$ cat config.mk
export PLATFORM = sky130hd
export DESIGN_NAME = acchb_ram
export DESIGN_NICKNAME = d
export VERILOG_FILES = /design/src/rtl/acchb_ram.sv
export SDC_FILE = /design/constraint.sdc
export NUM_CORES = 1
export LEC_CHECK = 0
export BUFFER_PORTS_ARGS = -buffer_cell sky130_fd_sc_hd__buf_4
export CAP_MARGIN = 20
export CORE_MARGIN = 2
export CORE_UTILIZATION = 54
export DETAILED_ROUTE_END_ITERATION = 8
export GPL_TIMING_DRIVEN = 0
export PLACE_DENSITY = 0.83
export SLEW_MARGIN = 20
export SYNTH_ARGS = -nofsm -noshare
export SYNTH_HDL_FRONTEND = slang
export SYNTH_SLANG_ARGS = --single-unit
export TNS_END_PERCENT = 50
$ cat constraint.sdc
create_clock -name i_clk -period 1.8 [get_ports i_clk]
set_input_delay 0.27 -clock i_clk [delete_from_list [all_inputs] [get_ports i_clk]]
set_output_delay 0.27 -clock i_clk [all_outputs]
set_load 0.02 [all_outputs]
$ cat src/rtl/acchb_ram.sv
`default_nettype none
module acchb_ram #(
    parameter int WIDTH = 8,
    parameter int DEPTH = 16,
    localparam int AW = (DEPTH > 1) ? $clog2(DEPTH) : 1
) (
    input  wire logic             i_clk,
    input  wire logic             i_we,
    input  wire logic [AW-1:0]    i_waddr,
    input  wire logic [WIDTH-1:0] i_wdata,
    input  wire logic [AW-1:0]    i_raddr,
    output logic      [WIDTH-1:0] o_rdata
);

    logic [WIDTH-1:0] r_mem [DEPTH];

    always_ff @(posedge i_clk) begin
        if (i_we) begin
            r_mem[i_waddr] <= i_wdata;
        end
        o_rdata <= r_mem[i_raddr];
    end

endmodule
`default_nettype wire

# Yosys cells after proc, flatten, opt, wreduce, memory -nomap -nowiden
# Memories as Yosys holds them, arrays and structs flattened. A register that Yosys moved wholly into a read port is not among the register bits.
# Cells that the tools add are included.
# classes
muxes,2
# op_table
cell,count
1-bit 2-to-1 mux,2
# totals
out_inout_bits,8
input_bits,18
mem_count,1
ff_bits,0
word_cells,3
ramBits,128
# memory_table
name,depth,width,read_ports,rd_ports_with_merged_regs,wr,line,rtl
r_mem,16,8,1,1,1,15,logic [WIDTH-1:0] r_mem [DEPTH];

# Logic depth before layout (Yosys ltp)
# depth
ltp_word,2
ltp_mapped,5
depth_no_buf,3

# Worst setup path after synthesis
# OpenSTA, ideal clock, no wires.
# synth_path
path_type,input port to flip-flop
start,input port i_waddr[2]
end,memory r_mem[0][0] (enable)
cell_stages,2
arrival_ns,1.380
slack_ns,0.037
t_required_ns,1.417
path_buffers,0
setup_ns,0.383
cell_sequence,or3b_2 nor3_1
# synth_lines
item,line,rtl
from (decl),9,"input wire logic [AW-1:0] i_waddr,"
to (decl),15,
# No word-level cell before the write port.

==> impl_results.md <==
* Peak supply drop at 609 uV
* Die width at 102 um
* Syn_nets at 247
* Worst hold margin at 0.0757 ns
* Synth Area in Adders at 0%
* Setup CP Type: reg2reg
* Via count at 2505
* Power per cell area at 1210 nW/um^2
* YS warnings at 0
* Clock Path Buffers at 2
* Tot GR Track Use at 22.0%
* Leak Pwr at 2.06 nW
* # rows at 35
* Worst Setup Start Kind: register
* Asr flop ratio synth at 0%
* Sequential area share after synthesis at 77.8%
* First-pass GRT wire length at 15100 um
* DRC at 0
* Mapped Cells at 229
* Post-route ant nets at 0
* Hold Vio Cnt, Final at 0
* Final setup fails at 0
* Setup TNS at 0 ns
* CP Capture Type: register
* Flop and latch count out of synthesis at 136
* Yosys cell types at 19
* Compound-cell area share of the yosys netlist at 2.33%
* Worst Path Required at 2.20 ns
* # diodes at 0
* Clk Latency, worst-skew pair at 0.52 ns
* Syn avg cell area at 22.5 um^2
* CTS resizes at 0
* EDFF count, synth at 128
* Layout Area Growth over Synthesis at 18.7%
* Via-to-Cell Ratio at 6.02
* Layout cell share with drive strength beyond 1 at 30.7%
* Clock net sink count at 136
* Vias in the first global route at 2525
* Die ar. at 10300 um^2
* Period minus WS final at 1.48 ns
* Post-synthesis simple-gate area fraction at 3.18%
* Final Net Count at 292
* First-pass iteration count of the detailed router at 5
* Main combinational cell family by area after synthesis: multiplexers
* Cell area after synthesis at 5150 um^2
* HP Class: in2reg
* Final core utilization at 66.1%
* Remaining Overflow, GRT at 0
* Largest net degree at the start of global routing at 17
* FMAX at 678 MHz
* Skew final at 0.00616 ns
* Clock root cell: clkbuf_8
* Total CTS buffers at 17
* Core area at 9240 um^2
* Worst rel slew slack at 43.8%
* RSZ-0062 raised after global routing: no
* Mux share of post-synthesis cell area at 15.0%
* Critical path arrival at 1.88 ns
* Initial DRC count at 286
* Fillers at 562
* Detailed Place HPWL at 6170 um
* Die H at 102 um
* Initial core utilization at 55.7%
* Hold buffers post-CTS at 0
* Initial antenna violation count at 0
* Final wirelength at 10300 um
* Synth Area in XOR/XNOR at 0%
* Setup repair bufs after CTS at 0
* Max-cap violations at 0
* Placed Instances at 384
* IO Pins at 26
* Gp weighted congestion at 0.736
* Wire per inst at 24.6 um
* Status: complete, no violations
* Slew @ Worst Pin at 0.841 ns
* Max Slew Vio Count at 0
* Post-route non-filler standard cell count at 416
* Ys flop type: edfxtp_1
* CTS clk-pin slew, worst paths at 0.06 ns
* CTS tree: yes
* Final period utilization at 82.0%
* CP max FO at 1
* I/O Buffers at 24
* H-tree levels at 4
==> placed cells by master, fill, tap and decap left out <==
master,n
and2b_1,1
clkbuf_16,16
nand2_1,9
clkdlybuf4s25_2,3
nor3_1,2
or3b_2,1
nor3_2,2
mux4_1,14
edfxtp_1,128
nand3_1,1
nand2b_1,2
nor2_1,13
clkbuf_8,2
and2_1,1
clkinv_4,4
dfxtp_1,8
clkinv_1,1
a22oi_1,16
clkinvlp_4,3
mux4_2,18
nand3b_1,2
buf_4,25
nor2b_1,1
inv_6,2
bufinv_16,3
clkinv_2,1
buf_2,5
buf_6,3
==> critical path, stage by stage, from the launching register on <==
cell	delay (ns)
edfxtp_1	0.38
mux4_1	0.60
a22oi_1	0.30
nand2_1	0.08
==> area by class of cell <==
cell class / count / area [um^2] / share of cell area (%)
Sequential cell: 136 / 4000 / 65.5
Multi-Input combinational cell: 83 / 1070 / 17.5
Clock buffer: 18 / 428 / 7.00
Timing Repair Buffer: 26 / 190 / 3.11
Clock inverter: 14 / 174 / 2.85
Tap cell: 129 / 161 / 2.64
Buffer: 10 / 86.3 / 1.41
==> flip-flops by register name, summed over array words and instances (netlist names) <==
signal	cells
o_rdata	8
r_mem	128
==> Yosys cell counts (2+ instances only) <==
library cell / n / share of area, %
edfxtp_1: 128 / 75
mux4_2: 18 / 7.9
a22oi_1: 16 / 2.3
mux4_1: 14 / 7.1
nor2_1: 13 / 0.95
nand2_1: 9 / 0.66
dfxtp_1: 8 / 3.1
nor3_1: 4 / 0.39
buf_2: 3 / 0.29
buf_6: 3 / 0.66
clkdlybuf4s25_2: 3 / 0.58
nand2b_1: 2 / 0.24
nand3b_1: 2 / 0.29
==> routing by layer <==
metal,up-vias,global-route usage [%],routed length (um)
met3,19,4.62,750
met2,128,34.3,5190
met4,0,10.3,233
met1,1289,30.1,4070
met5,-,0,0
li1,1069,-,-
==> stage by stage <==
| stage | power, mW | worst slack [ns] | cell area [um^2] |
|---|---|---|---|
| finish | 7.42 | 0.324 | 6110 |
| CTS | 7.45 | 0.358 | 6110 |
| global placement | 3.98 | -0.495 | 5490 |
| detailed placement | 4.01 | -0.152 | 5510 |
| floorplan | 3.83 | 0.0371 | 5150 |
| global route | 7.58 | 0.262 | 6110 |
==> final timing paths <==
kind,end,cells past startpoint,start,slack (ns)
worst min-delay path,r_mem[0][6],1,i_wdata[6],0.08
worst max-delay path,o_rdata[0],3,r_mem[5][0],0.32
worst min register to register,o_rdata[2],3,r_mem[0][2],0.70
worst max register to register,o_rdata[0],3,r_mem[5][0],0.32
==> power by group <==
| group | switching [mW] | internal (mW) | total (mW) |
|---|---|---|---|
| logic | 0.221 | 0.164 | 0.385 |
| registers | 0.0197 | 3.54 | 3.56 |
| clock network | 1.32 | 2.15 | 3.48 |
| total | 1.56 | 5.86 | 7.42 |
==> kinds of logic after synthesis <==
logic type	Yosys count
AND/OR/NAND/NOR	35
buffers and inverters	10
multiplexers	32
flip-flops	136
AO/OA/AOI/OAI	16
Power figures use the tool's default switching activity.
