## src/rtl/acchb_pkg.sv

```systemverilog
`default_nettype none
package acchb_pkg;

    localparam int VALUE_W   = 16;
    localparam int LABEL_W   = 8;
    localparam int CNT_W     = 11;
    localparam int PCT_W     = 7;
    localparam int CFG_IDX_W = 2;
    localparam int DIV_NUM_W = 18;
    localparam int DIV_DEN_W = 16;

    localparam logic [CNT_W-1:0]   CNT_MAX    = 11'h7FF;
    localparam logic [PCT_W-1:0]   PCT_SCALE  = 7'd100;
    localparam logic [VALUE_W-1:0] WIDTH_RST  = 16'h0100;
    localparam logic [VALUE_W-1:0] LOW_RST    = 16'h8000;
    localparam logic [VALUE_W-1:0] HIGH_RST   = 16'h7FFF;

    localparam logic [CFG_IDX_W-1:0] CFG_BIN_WIDTH  = 2'd0;
    localparam logic [CFG_IDX_W-1:0] CFG_RANGE_LOW  = 2'd1;
    localparam logic [CFG_IDX_W-1:0] CFG_RANGE_HIGH = 2'd2;

    localparam logic REQ_ADD    = 1'b0;
    localparam logic REQ_FINISH = 1'b1;

    typedef struct packed {
        logic                      req_type;
        logic [LABEL_W-1:0]        true_label;
        logic [LABEL_W-1:0]        predicted_label;
        logic signed [VALUE_W-1:0] sample_value;
    } t_req;

    typedef struct packed {
        logic signed [VALUE_W-1:0] bin_start;
        logic [CNT_W-1:0]          correct_count;
        logic [CNT_W-1:0]          incorrect_count;
        logic [PCT_W-1:0]          percent_correct;
        logic                      no_data;
        logic                      overflow;
        logic                      last;
    } t_result;

    typedef enum logic [3:0] {
        S_IDLE,
        S_SPAN,
        S_SPAN_WAIT,
        S_CLEAR,
        S_RD_SMP,
        S_IDX_START,
        S_IDX_WAIT,
        S_BIN_RD,
        S_BIN_WR,
        S_EMIT_RD,
        S_PCT_START,
        S_PCT_WAIT
    } t_state;

    typedef struct packed {
        logic div_start;
        logic span_done;
        logic clear_wr;
        logic bin_wr;
        logic pct_start;
        logic emit_done;
    } t_ctl;

endpackage
`default_nettype wire

```

## src/rtl/acchb_div.sv

```systemverilog
`default_nettype none
module acchb_div
    import acchb_pkg::*;
(
    input  wire logic                 i_clk,
    input  wire logic                 i_rst_n,
    input  wire logic                 i_start,
    input  wire logic [DIV_NUM_W-1:0] i_num,
    input  wire logic [DIV_DEN_W-1:0] i_den,
    output logic                      o_done,
    output logic      [DIV_NUM_W-1:0] o_quo
);

    localparam int CW = $clog2(DIV_NUM_W + 1);

    logic           r_busy;
    logic [CW-1:0]  r_cnt;
    logic [DIV_NUM_W-1:0] r_quo;
    logic [DIV_DEN_W-1:0] r_rem;
    logic [DIV_DEN_W-1:0] r_den;
    logic [DIV_DEN_W:0]   shifted;
    logic [DIV_DEN_W:0]   diff;

    // restoring, one quotient bit per cycle
    assign shifted = {r_rem, r_quo[DIV_NUM_W-1]};
    assign diff    = shifted - {1'b0, r_den};
    assign o_done  = r_busy && (r_cnt == '0);
    assign o_quo   = r_quo;

    always_ff @(posedge i_clk) begin
        if (!i_rst_n) begin
            r_busy <= 1'b0;
            r_cnt  <= '0;
        end else if (i_start) begin
            r_busy <= 1'b1;
            r_cnt  <= CW'(DIV_NUM_W);
        end else if (o_done) begin
            r_busy <= 1'b0;
        end else if (r_busy) begin
            r_cnt <= r_cnt - 1'b1;
        end
    end

    always_ff @(posedge i_clk) begin
        if (i_start) begin
            r_quo <= i_num;
            r_rem <= '0;
            r_den <= i_den;
        end else if (r_busy && (r_cnt != '0)) begin
            if (shifted >= {1'b0, r_den}) begin
                r_rem <= diff[DIV_DEN_W-1:0];
                r_quo <= {r_quo[DIV_NUM_W-2:0], 1'b1};
            end else begin
                r_rem <= shifted[DIV_DEN_W-1:0];
                r_quo <= {r_quo[DIV_NUM_W-2:0], 1'b0};
            end
        end
    end

endmodule
`default_nettype wire

```

## config.mk

```make
export PLATFORM = sky130hd
export DESIGN_NAME = acchb_div
export DESIGN_NICKNAME = d
export VERILOG_FILES = /design/src/rtl/acchb_pkg.sv /design/src/rtl/acchb_div.sv
export SDC_FILE = /design/constraint.sdc
export NUM_CORES = 1
export LEC_CHECK = 0
export BUFFER_PORTS_ARGS = -buffer_cell sky130_fd_sc_hd__clkbuf_2
export CAP_MARGIN = 0
export CELL_PAD_IN_SITES_DETAIL_PLACEMENT = 1
export CELL_PAD_IN_SITES_GLOBAL_PLACEMENT = 2
export CORE_MARGIN = 2
export CORE_UTILIZATION = 38
export CTS_CLUSTER_DIAMETER = 200
export DETAILED_ROUTE_END_ITERATION = 6
export PLACE_DENSITY_LB_ADDON = 0.3
export SETUP_SLACK_MARGIN = 0.4
export SYNTH_ARGS = -nofsm -noshare
export SYNTH_HDL_FRONTEND = slang
export SYNTH_SLANG_ARGS = --single-unit
```

## constraint.sdc

```tcl
create_clock -name i_clk -period 4 [get_ports i_clk]
set_input_delay 0 -clock i_clk [delete_from_list [all_inputs] [get_ports i_clk]]
set_output_delay 0 -clock i_clk [all_outputs]
set_load 0.1 [all_outputs]
```

# Word level (Yosys, flattened, before mapping)
# Cells that the tools add are included.
# classes
n_div,0
reduce_logical,10
mul,0
bitwise_logic,2
order_cmp,1
n_mux,9
addsub,2
n_eq_ne,1
shifts,0
# ops
op,count
two-way mux 18 bit,2
>= comparator 17 x 16 -> 1 bit,1
two-way mux 16 bit,1
subtractor 16 bit,1
two-way mux 5 bit,3
nonzero test 2 bit,3
logical NOT 5 bit,1
nonzero test 5 bit,1
subtractor 5 x 1 -> 5 bit (second input constant),1
AND reduction 2 bit,2
two-way mux 1 bit,3
logical AND 1 bit,2
inequality test 2 bit (second input constant),1
NOT 1 bit,2
OR reduction 2 bit,1
# word_totals
ff_bits,56
ramBits,0
mem_count,0
rom_bits,0
out_inout_bits,19
latchBits,0
in_bits,37
wordCells,31

# Logic depth before layout (Yosys ltp)
# depth
word_depth,4
depth_mapped,11

# Least setup slack after synthesis
# Ideal clock, no wire load.
# synth_timing
kind,reg2reg
from,"register r_quo[17], in the netlist o_quo[17]"
to,register r_rem[8]
path_slack_ns,1.040
path_stages_with_launch,11
arrival_ns,2.839
required_ns,3.878
cell_sequence,edfxtp_1 > inv_1 > ha_1 > fa_1 > nor2b_1 > o31a_1 > o21ai_0 > a32o_1 > xnor2_1 > or3_1 > o311a_1
# synth_between
elab_chain_len,2
word_cells_on_any_way,3
classes_between,add/sub (1); order compare (1); mux (1)
# synth_lines
item,line,text
"start, declared",acchb_div.sv:18,logic [DIV_NUM_W-1:0] r_quo;
"start signal, assigned",acchb_div.sv:46,r_quo <= i_num;
"start signal, assigned",acchb_div.sv:52,"r_quo <= {r_quo[DIV_NUM_W-2:0], 1'b1};"
"start signal, assigned",acchb_div.sv:55,"r_quo <= {r_quo[DIV_NUM_W-2:0], 1'b0};"
subtractor 16 bit / >= comparator 17 x 16 -> 1 bit (equally long branches),"acchb_div.sv:26, acchb_div.sv:50",
two-way mux 16 bit (*),acchb_div.sv:50,"if (shifted >= {1'b0, r_den}) begin"
"end signal, assigned",acchb_div.sv:51,r_rem <= diff[DIV_DEN_W-1:0];
"end signal, assigned",acchb_div.sv:54,r_rem <= shifted[DIV_DEN_W-1:0];
"end, declared",acchb_div.sv:19,logic [DIV_DEN_W-1:0] r_rem;
# Mark *: on every way between the ends. The rest lies on a longest branch, timed or not.
# A chain may end at the register's enable or synchronous reset.

# Final worst setup path
# layout_timing
from,"register r_quo[17], in the netlist o_quo[17]"
to,register r_rem[9]
# Same word-level chain as after synthesis.

==> impl_summary.log <==
INFO  metric finalCriticalPeriod = 2.73 ns
INFO  metric crit_arrival = 2.96 ns
INFO  metric start_util = 0.391
INFO  metric slew_violations = 0
INFO  metric drt-wirelength-per-cell = 16.2 um
INFO  metric core_area = 8180 um^2
INFO  metric cts_root_buf = sky130_fd_sc_hd__clkbuf_8
INFO  metric avgSynthCellArea = 10.5 um^2
INFO  metric max_slew.worst_pin.slew = 1.04 ns
INFO  metric wire_length_of_the_first_global_routing_pass = 13.6 mm
INFO  metric max-slew-margin-rel = 0.308
INFO  metric utilization_after_layout = 0.489
INFO  metric maximum_number_of_pins_on_one_net_before_global_route_repair = 54
INFO  metric floorplan.die.height = 95.8 um
INFO  metric number_of_flops_mapped_to_enable_cells_by_yosys = 34
INFO  metric grt_remaining_overflow = 0
INFO  metric synth.distinct_cells = 59
INFO  metric setup.worst_path.start_class = register
INFO  metric post_synth_instance_area = 3200 um^2
INFO  metric fillers = 925
INFO  metric unrepaired_setup_endpoints_after_global_routing = no
INFO  metric ffs_w_async_s_r_synth = 0
INFO  metric dr.first_iter.drc_count = 64
INFO  metric die-width = 95.8 um
INFO  metric cell_by_cell_trace_of_the_critical_path = inv_1, ha_1, nand2b_1, a21oi_2, o21ai_2, a21o_2, nand2_1, o311ai_0, a311oi_2
INFO  metric critical-path-top-delay-family = compound AO/OA/AOI/OAI gates
INFO  metric synth-warning-count = 0
INFO  metric cts_tree = done
INFO  metric vias_per_cell = 5.21
INFO  metric dr_total_vias = 2,595
INFO  metric cp.buffers_inverters = 1
INFO  metric numPortBuffers = 55
INFO  metric grt_pass1_vias = 2,808
INFO  metric detailedPlace.worstSlack = 1.29 ns
INFO  metric postCtsSetupRepairBufs = 0
INFO  metric min-delay-path-class = input pin to register
INFO  metric postSynthNetCount = 359
INFO  metric worst_ep_required_time = 4.23 ns
INFO  metric crit_type = register to register
INFO  metric synth-seq-area-share = 0.457
INFO  metric drt_first_pass_iters = 4
INFO  metric worstHoldEndpoint = r_den[14]$_DFFE_PP_
INFO  metric clkTransAtPathRegs = 0.11 ns
INFO  metric rows = 33
INFO  metric p_int = 1.05 mW
INFO  metric design.final.nets = 447
INFO  metric floorplan.io_pins = 56
INFO  metric power-per-cell-area = 417 nW/um^2
INFO  metric timing.final.hold_violations = 0
INFO  metric grt_antenna_before_repair = 0
INFO  metric reg2reg_end = r_rem[9]$_SDFFE_PP0P_
INFO  metric critical_path.max_stage_delay = 0.46 ns
INFO  metric syn_inst = 304
INFO  metric total_switching_power = 0.620 mW
INFO  metric clk_path_buf_depth = 2
INFO  metric finalSetupViolations = 0
INFO  metric drt_drc_violations_left = 0
INFO  metric p_leak = 1.65 nW
INFO  metric worst_slack = 1.27 ns
INFO  metric ff2ff_path_depth = 9
INFO  metric hpwl = 5.55 mm
INFO  metric aggregate_global_route_resource_usage = 0.193
INFO  metric critical_path.endpoint_type = register
INFO  metric slowest_stage = sky130_fd_sc_hd__nand2_1
INFO  metric irDropWorstVdd = 215 uV
INFO  metric post_route_cells_drive_above_1_share = 0.270
INFO  metric outcome = finished clean
INFO  metric area.growth.synth_to_final = 25.0%
INFO  metric timing.fmax = 366 MHz
INFO  metric p_comb_frac = 0.347
INFO  metric insertedDiodeCount = 0
INFO  metric r2r_setup_slack = 1.27 ns
INFO  metric worst-path-max-fanout = 15
INFO  metric layout_commonest_cell = sky130_fd_sc_hd__clkbuf_2
INFO  metric post_route_clock_skew = 0.00622 ns
INFO  metric postRouteAntennaNets = 0
INFO  metric htree_levels = 2
INFO  metric swShare = 0.371
INFO  metric p_seq_frac = 0.424
INFO  metric synthFlopType = sky130_fd_sc_hd__edfxtp_1
INFO  metric min_from = i_start
INFO  metric fp.dieArea = 9170 um^2
INFO  metric cts.sink_count = 56
INFO  metric wl = 8.09 mm
INFO  metric cts_inserted_buffers = 5
INFO  metric maxCapViolCount = 0
INFO  metric clkLatencyLatePin = 0.31 ns
INFO  metric mostFrequentLayoutCells = 55 x sky130_fd_sc_hd__clkbuf_2, 35 x sky130_fd_sc_hd__dlygate4sd3_1, 34 x sky130_fd_sc_hd__edfxtp_1
INFO  metric gp_congestion = 0.798
INFO  metric clock_group_share_of_total_power = 0.229
INFO  metric timing.rr.start = o_quo[17]$_DFFE_PP_
INFO  metric hold_depth = 2
INFO  metric resized_cells_post_cts = 0
INFO  metric fin_tns_setup = 0 ns
INFO  metric final.period_utilization = 0.683
INFO  metric postSynthRegisterBits = 56
## sequential cells by signal, indices dropped and copies added, names as in the netlist
name	count
o_quo	18
r_busy	1
r_cnt	5
r_den	16
r_rem	16
## worst max-delay path by stage
stage	depth (start not counted)	slack (ns)	from	endpoint
4_1_cts	10	1.25	o_quo[17]$_DFFE_PP_	r_rem[14]$_SDFFE_PP0P_
5_1_grt	10	0.96	o_quo[17]$_DFFE_PP_	r_rem[14]$_SDFFE_PP0P_
2_1_floorplan	10	1.04	o_quo[17]$_DFFE_PP_	r_rem[8]$_SDFFE_PP0P_
6_report	9	1.27	o_quo[17]$_DFFE_PP_	r_rem[9]$_SDFFE_PP0P_
3_5_place_dp	8	1.29	r_den[4]$_DFFE_PP_	o_quo[0]$_DFFE_PP_
3_3_place_gp	10	1.29	o_quo[17]$_DFFE_PP_	r_rem[14]$_SDFFE_PP0P_
## through the flow
step           hold slack [ns]  power [mW]  cell area, um^2  instances
3_3_place_gp             0.176        1.26             3540        455
2_1_floorplan           0.0989        1.16             3200        304
6_report                 0.340        1.67             4000        498
3_5_place_dp             0.180        1.28             3540        455
5_1_grt                  0.389        1.76             4000        498
4_1_cts                  0.365        1.69             4000        498
## power groups by stage
stage                     registers, mW  clock network, mW  logic (mW)
after floorplan                   0.861                  0       0.303
after global placement            0.719                  0       0.545
after detailed placement          0.721                  0       0.555
after CTS                         0.709              0.394       0.583
after global routing              0.716              0.413       0.634
final                             0.708              0.382       0.580
## layer usage
| metal | wire (um) | vias to the layer above | part of all wire | global-route usage |
|---|---|---|---|---|
| met1 | 3810 | 1254 | 0.47 | 0.245 |
| met4 | 87 | 0 | 0.011 | 0.0488 |
| met2 | 3960 | 45 | 0.49 | 0.339 |
| li1 | - | 1292 | - | - |
| met3 | 231 | 4 | 0.029 | 0.0329 |
| met5 | 0 | - | 0 | 0 |
## area by class of cell
type / count / area [um^2] / area share
repair buffers: 92 / 641 / 0.160
multi-input cells: 215 / 1570 / 0.393
flip-flops and latches: 56 / 1460 / 0.365
inverters: 22 / 82.6 / 0.0206
clock buffers: 5 / 68.8 / 0.0172
well taps: 105 / 131 / 0.0328
clock inverters: 3 / 42.5 / 0.0106
## synthesized netlist by cell type (2+ instances only)
cell	instances	area, um^2
sky130_fd_sc_hd__a21oi_2	4	35.0
sky130_fd_sc_hd__a211oi_1	6	45.0
sky130_fd_sc_hd__nor2b_1	2	12.5
sky130_fd_sc_hd__and2_1	4	25.0
sky130_fd_sc_hd__nor4_1	5	31.3
sky130_fd_sc_hd__o211ai_1	2	15.0
sky130_fd_sc_hd__mux2_2	18	203
sky130_fd_sc_hd__buf_2	2	10.0
sky130_fd_sc_hd__nand2b_1	5	31.3
sky130_fd_sc_hd__nor2_1	31	116
sky130_fd_sc_hd__a21o_2	3	26.3
sky130_fd_sc_hd__nand3_1	5	25.0
sky130_fd_sc_hd__a211o_1	2	17.5
sky130_fd_sc_hd__dfxtp_1	22	440
sky130_fd_sc_hd__xor2_1	4	35.0
sky130_fd_sc_hd__edfxtp_1	34	1020
sky130_fd_sc_hd__a21oi_1	14	70.1
sky130_fd_sc_hd__xnor2_1	7	61.3
sky130_fd_sc_hd__a21o_1	2	15.0
sky130_fd_sc_hd__nand2_2	2	12.5
sky130_fd_sc_hd__a311oi_2	3	45.0
sky130_fd_sc_hd__inv_1	22	82.6
sky130_fd_sc_hd__nor4_2	2	25.0
sky130_fd_sc_hd__ha_1	17	213
sky130_fd_sc_hd__nor3_1	15	75.1
sky130_fd_sc_hd__nand2_1	15	56.3
sky130_fd_sc_hd__clkbuf_1	5	18.8
sky130_fd_sc_hd__a211oi_2	2	25.0
sky130_fd_sc_hd__o21ai_0	14	70.1
sky130_fd_sc_hd__o21a_1	6	45.0
## what timing repair did
| item | in CTS | in global routing |
|---|---|---|
| endpoints found under the setup margin | 0 | 0 |
| hold buffers | 35 | 0 |
| endpoints found under the hold margin | 37 | 0 |
## cells by family after synthesis
| family | after synthesis | synth area share |
|---|---|---|
| flip-flops | 56 | 0.457 |
| AND/OR/NAND/NOR | 95 | 0.151 |
| XOR/XNOR | 11 | 0.0301 |
| buffers and inverters | 33 | 0.0516 |
| AO/OA/AOI/OAI | 72 | 0.171 |
| multiplexers | 19 | 0.0665 |
| adder cells (fa/ha/maj) | 18 | 0.0727 |
No activity file was read; power rests on OpenSTA's default activity.
